### src/sv/mhpq_pkg.sv
// Shared types and constants for the min-heap priority queue.
// No dependencies; the interfaces, the comparator and the core refer to this package.
package mhpq_pkg;

   localparam int VALUE_W  = 32;
   localparam int OPCODE_W = 2;
   localparam int COUNT_W  = 11;
   localparam int STATUS_W = 2;

   typedef enum logic [OPCODE_W-1:0] {
      OP_PUSH = 2'd0,
      OP_POP  = 2'd1,
      OP_PEEK = 2'd2
   } opcode_type;

   typedef enum logic [STATUS_W-1:0] {
      ST_OK        = 2'd0,
      ST_OVERFLOW  = 2'd1,
      ST_UNDERFLOW = 2'd2
   } status_type;

   typedef enum logic [3:0] {
      S_IDLE,
      S_UP_RD,
      S_UP_CMP,
      S_DN_LAST,
      S_DN_LEFT,
      S_DN_RIGHT,
      S_DN_PICK,
      S_DN_CMP,
      S_DONE
   } state_type;

endpackage

### src/sv/mhpq_key_cmp.sv
// Shared signed key comparator used by every sift comparison.
// Depends on mhpq_pkg for the key width.
module mhpq_key_cmp (
   input  logic signed [mhpq_pkg::VALUE_W-1:0] lhs,
   input  logic signed [mhpq_pkg::VALUE_W-1:0] rhs,
   output logic                                less
);

   // strict signed less-than; equal keys do not move
   assign less = (lhs < rhs);

endmodule

### config.mk
export PLATFORM = sky130hd
export DESIGN_NAME = mhpq_key_cmp
export DESIGN_NICKNAME = d
export VERILOG_FILES = /design/src/sv/mhpq_pkg.sv /design/src/sv/mhpq_key_cmp.sv
export SDC_FILE = /design/constraint.sdc
export NUM_CORES = 1
export LEC_CHECK = 0
export ABC_CLOCK_PERIOD_IN_PS = 3500
export BUFFER_PORTS_ARGS = -buffer_cell sky130_fd_sc_hd__buf_2
export CAP_MARGIN = 15
export CORE_MARGIN = 2
export CORE_UTILIZATION = 45
export DETAILED_ROUTE_END_ITERATION = 7
export PLACE_DENSITY = 0.92
export SYNTH_ARGS = -nofsm -noshare
export SYNTH_HDL_FRONTEND = slang
export SYNTH_SLANG_ARGS = --single-unit
### constraint.sdc
create_clock -name vclk -period 3.5
set_clock_uncertainty 0.2 [all_clocks]
set_input_delay 0.7 -clock vclk [all_inputs]
set_output_delay 0.7 -clock vclk [all_outputs]
set_load 0.02 [all_outputs]
==> results.py, run 1 <==
metrics = {
    "placement": {
        "gp_congestion": 0.803,
        "hpwlAfterDp_um": 1810,
        "io_buffers": 65,
        "pre_cts_ws_ps": 181,
    },
    "power_and_ir_drop": {
        "p_per_area_nw_per_um2": 103,
        "power_leakage_uw": 0.000766,
        "report.power.total_uw": 117,
        "ir_drop_mv": 0.0486,
    },
    "setup_path": {
        "path_max_fanout": 3,
        "critPathArrivalTime_ps": 2420,
        "startpoint_type": "input port",
        "worstSetupPathType": "input port to primary output",
        "crit_required_ps": 2600,
        "worstSetupEndpointType": "primary output",
        "startpoint": "lhs[22]",
    },
    "yosys": {
        "synth_top_area_share_pct": 49.1,
        "ys_warn_count": 0,
        "synth_area_leaders": "ha_1, inv_1, a21oi_1, nand4_1, nand3_1",
        "syn_inst": 108,
        "synth.largest_area_cell": "ha_1",
        "synth_area_um2": 790,
        "synth.distinct_cells": 23,
        "seq_area_frac_synth_pct": 0,
        "avgSynthCellArea_um2": 7.31,
        "syn-num-nets": 203,
    },
    "floorplan": {
        "fp.coreArea_um2": 1690,
        "ios": 65,
        "fp-row-count": 15,
        "die_area_um2": 2110,
        "die-height_um": 45.9,
        "fp.dieW_um": 45.9,
        "initial_core_util_pct": 46.7,
    },
    "timing": {
        "holdWs_ps": 1670,
        "setup_viol": 0,
        "maxSlewHeadroom_pct": 84.1,
        "worstMarginPinSlew_ps": 237,
        "final_critical_path_setup_slack_ps": 183,
        "min_period_over_period_pct": 94.8,
        "hold_viol": 0,
        "rsz0062_at_grt": "no",
        "period_needed_ps": 3320,
        "clock.fmax_mhz": 301,
        "drv_slew": 0,
        "setup_tns_ps": 0,
    },
    "detailed_routing": {
        "viasPerCell": 5.08,
        "drc": 0,
        "drt_iter0_markers": 5,
        "vias": 965,
        "wl_per_cell_um": 9.84,
        "drtAntennaViolNets": 0,
        "first_pass_iters": 4,
        "finalWirelength_um": 1870,
    },
    "global_routing": {
        "grt.total_usage_pct": 19.2,
        "grt_max_degree": 5,
        "antenna_found_initial": 0,
        "gr-total-overflow": 0,
        "grt_pass1_vias": 929,
        "grt_pass1_wl_um": 3210,
    },
    "finish": {
        "drive_above_1_share_pct": 39.3,
        "final_nets": 270,
        "ff_latch_area_um2": 0,
        "seq_cells": 0,
        "clkbuf_count": 0,
        "diodes": 0,
        "area_delta_synth_final_pct": 43.9,
        "final_util_pct": 67.3,
    },
    "clock_network": {
        "cts_resized": 0,
        "holdBufCountCts": 0,
        "post_cts_buffers": 0,
    },
    "min_path": {
        "hp-class": "input port to primary output",
        "hp-start": "lhs[31]",
    },
    "run_status": {
        "outcome": "completed",
    },
    "job": {
        "cap_viol_max_count": 0,
    },
}
-- power breakdown --
group | total [uW] | internal, uW | switching, uW
Sequential | 0 | 0 | 0
Combinational | 117 | 63.8 | 53.0
Clock | 0 | 0 | 0
Total | 117 | 63.8 | 53.0
-- Yosys cell counts (all sizes together) --
master,count
a31oi,2
a21o,3
a21boi,1
nand2b,1
mux2i,1
nand3,6
or4b,1
and3,2
o21ai,4
a311oi,1
a211oi,1
o21bai,1
a21oi,8
nand2,3
a22o,1
ha,31
a211o,1
nor3,1
nor2,3
inv,31
nand4,5
-- final cells by class --
cell class	instances	area (um2)
multi-input cells	77	673
inverters	31	116
repair buffers	65	325
well taps	17	21.3
fillers	162	553
-- final timing paths --
kind                    to  cells after the start
worst max-delay path  less                      9
worst min-delay path  less                      4
-- worst max-delay path: stages --
cell and delay [ps]:
buf_2 100, ha_1 320, a21oi_1 170, a21boi_1 90, o21bai_1 120, a31oi_1 90, or4b_1 500, mux2i_1 150
buf_2 180
-- layer usage --
| layer | wire length [um] | vias to the layer above | track usage (%) |
|---|---|---|---|
| met5 | 0 | - | 0 |
| met4 | 0 | 0 | 2.29 |
| met3 | 89 | 0 | 0 |
| met2 | 1070 | 30 | 41.4 |
| met1 | 714 | 426 | 20.5 |
| li1 | - | 509 | - |
-- stage by stage --
step / std cells / instance area [um2]
floorplan: 108 / 790
global placement: 190 / 1140
detailed placement: 190 / 1140
CTS: 190 / 1140
global route: 190 / 1140
finish: 190 / 1140
-- layout by cell type (no fill, tap or decap), drive strengths merged --
master / Yosys / routed
nand2: 3 / 3
a31oi: 2 / 2
o21bai: 1 / 1
a22o: 1 / 1
a21oi: 8 / 8
or4b: 1 / 1
inv: 31 / 31
a21o: 3 / 3
nor2: 3 / 3
o21ai: 4 / 4
nand4: 5 / 5
buf: 0 / 65
and3: 2 / 2
a21boi: 1 / 1
mux2i: 1 / 1
nand3: 6 / 6
ha: 31 / 31
a211o: 1 / 1
a311oi: 1 / 1
a211oi: 1 / 1
nand2b: 1 / 1
nor3: 1 / 1
-- kinds of logic after synthesis --
group	share of synthesized area (%)
compound gates	19.7
fa+ha+maj	49.1
buf+inv	14.7
mux	1.27
simple gates	15.2
No activity file was read; power rests on OpenSTA's default activity.
==> inputs of run 2 (changes only) <==
--- a/config.mk
+++ b/config.mk
@@ -5,13 +5,14 @@
 export SDC_FILE = /design/constraint.sdc
 export NUM_CORES = 1
 export LEC_CHECK = 0
-export ABC_CLOCK_PERIOD_IN_PS = 3500
+export ABC_CLOCK_PERIOD_IN_PS = 3620
 export BUFFER_PORTS_ARGS = -buffer_cell sky130_fd_sc_hd__buf_2
 export CAP_MARGIN = 15
 export CORE_MARGIN = 2
-export CORE_UTILIZATION = 45
+export CORE_UTILIZATION = 41
 export DETAILED_ROUTE_END_ITERATION = 7
-export PLACE_DENSITY = 0.92
+export GPL_TIMING_DRIVEN = 0
+export PLACE_DENSITY = 0.85
 export SYNTH_ARGS = -nofsm -noshare
 export SYNTH_HDL_FRONTEND = slang
 export SYNTH_SLANG_ARGS = --single-unit
==> constraint.sdc (replaced) <==
create_clock -name vclk -period 3.62
set_clock_uncertainty 0.2 [all_clocks]
set_input_delay 0.724 -clock vclk [all_inputs]
set_output_delay 0.724 -clock vclk [all_outputs]
set_load 0.02 [all_outputs]
==> results.py, run 2 (same netlist as run 1, synthesis figures left out) <==
metrics = {
    "global_routing": {
        "grt_max_degree": 5,
        "grt.total_usage_pct": 16.7,
        "grt_pass1_wl_um": 2900,
        "antenna_found_initial": 0,
        "gr-total-overflow": 0,
        "grt_pass1_vias": 825,
    },
    "finish": {
        "ff_latch_area_um2": 0,
        "clkbuf_count": 0,
        "final_nets": 270,
        "seq_cells": 0,
        "nFillCells": 182,
        "final_util_pct": 65.0,
        "multiInputGateArea_um2": 673,
        "drive_above_1_share_pct": 39.3,
        "final_cell_mix": "buf_2, inv_1, ha_1",
        "diodes": 0,
        "area_delta_synth_final_pct": 45.2,
        "layout_commonest_cell": "buf_2",
    },
    "setup_path": {
        "startpoint_type": "input port",
        "worstSetupEndpointType": "primary output",
        "cpMostUsedCell": "buf_2",
        "worstSetupPathType": "input port to primary output",
        "critPathArrivalTime_ps": 2390,
        "crit_required_ps": 2700,
        "startpoint": "lhs[22]",
        "slowest_delay_ps": 490,
        "critPathCapture": "less",
        "path_max_fanout": 3,
        "path_cells": "buf_2 > ha_1 > a21oi_1 > a21boi_1 > o21bai_1 > a31oi_1 > or4b_1 > mux2i_1 > buf_2",
        "crit_path_top_delay_cell": "or4b_1",
    },
    "timing": {
        "maxSlewHeadroom_pct": 82.8,
        "rsz0062_at_grt": "no",
        "setup_tns_ps": 0,
        "drv_slew": 0,
        "period_needed_ps": 3310,
        "min_period_over_period_pct": 91.5,
        "setup_viol": 0,
        "worstMarginPinSlew_ps": 255,
        "clock.fmax_mhz": 302,
        "hold_viol": 0,
    },
    "detailed_routing": {
        "drtAntennaViolNets": 0,
        "first_pass_iters": 4,
        "drc": 0,
        "wl_per_cell_um": 9.57,
        "finalWirelength_um": 1890,
        "drt_iter0_markers": 4,
        "viasPerCell": 4.78,
        "vias": 946,
    },
    "run_status": {
        "outcome": "completed",
    },
    "floorplan": {
        "fp-row-count": 15,
        "fp.coreArea_um2": 1760,
        "ios": 65,
        "die_area_um2": 2290,
        "die-height_um": 47.9,
        "initial_core_util_pct": 44.8,
        "fp.dieW_um": 47.9,
    },
    "clock_network": {
        "cts_resized": 0,
        "post_cts_buffers": 0,
        "holdBufCountCts": 0,
    },
    "power_and_ir_drop": {
        "ir_drop_mv": 0.0544,
        "report.power.total_uw": 113,
        "p_per_area_nw_per_um2": 98.5,
        "power_leakage_uw": 0.000766,
    },
    "placement": {
        "io_buffers": 65,
        "gp_congestion": 0.755,
        "hpwlAfterDp_um": 1840,
    },
    "job": {
        "cap_viol_max_count": 0,
    },
    "min_path": {
        "hp-class": "input port to primary output",
    },
}
-- run 2: cell counts in the layout (fill, tap and decap cells not counted) --
Identical to the previous run, type by type.
-- run 2: critical path, delay by kind of cell --
family                   cells  cell delay [ps]
AND/OR/NAND/NOR              1              490
adder cells (fa/ha/maj)      1              310
AO/OA/AOI/OAI                4              450
multiplexers                 1              130
buffers and inverters        2              280
-- run 2: routing by layer --
metal	vias to the layer above	routed length [um]	global-route usage (%)	part of all wire (%)
met5	-	0	0	0
met4	0	0	2.16	0
met3	0	125	0	6.6
met2	33	1030	34.7	55
met1	406	734	18.9	39
li1	507	-	-	-
-- run 2: per-stage QoR --
| step | hold WS (ps) | worst slack (ps) | std cells | instance area, um2 |
|---|---|---|---|---|
| 2_1_floorplan | 1550 | 409 | 108 | 790 |
| 3_3_place_gp | 1690 | 317 | 198 | 1150 |
| 3_5_place_dp | 1700 | 297 | 198 | 1150 |
| 4_1_cts | 1700 | 294 | 198 | 1150 |
| 5_1_grt | 1740 | 191 | 198 | 1150 |
| 6_report | 1700 | 309 | 198 | 1150 |
-- run 2: where the power goes --
group	leakage (uW)	switching (uW)	total, uW	internal [uW]
Combinational	0.000766	51.1	113	61.7
Clock	0	0	0	0
Sequential	0	0	0	0
-- run 2: how the worst min path moves through the flow --
stage                     slack, ps   end  cells past startpoint  startpoint
after floorplan                1550  less                      2     lhs[31]
after global routing           1740  less                      4     lhs[31]
after CTS                      1700  less                      4     lhs[31]
after detailed placement       1700  less                      4     lhs[31]
final                          1700  less                      4     lhs[31]
after global placement         1690  less                      4     lhs[31]
-- run 2: final cells by class --
type / count / share of cell area, %
multi-input combinational: 77 / 58.7
timing repair buffer: 65 / 28.4
inverter: 31 / 10.2
tap: 25 / 2.73
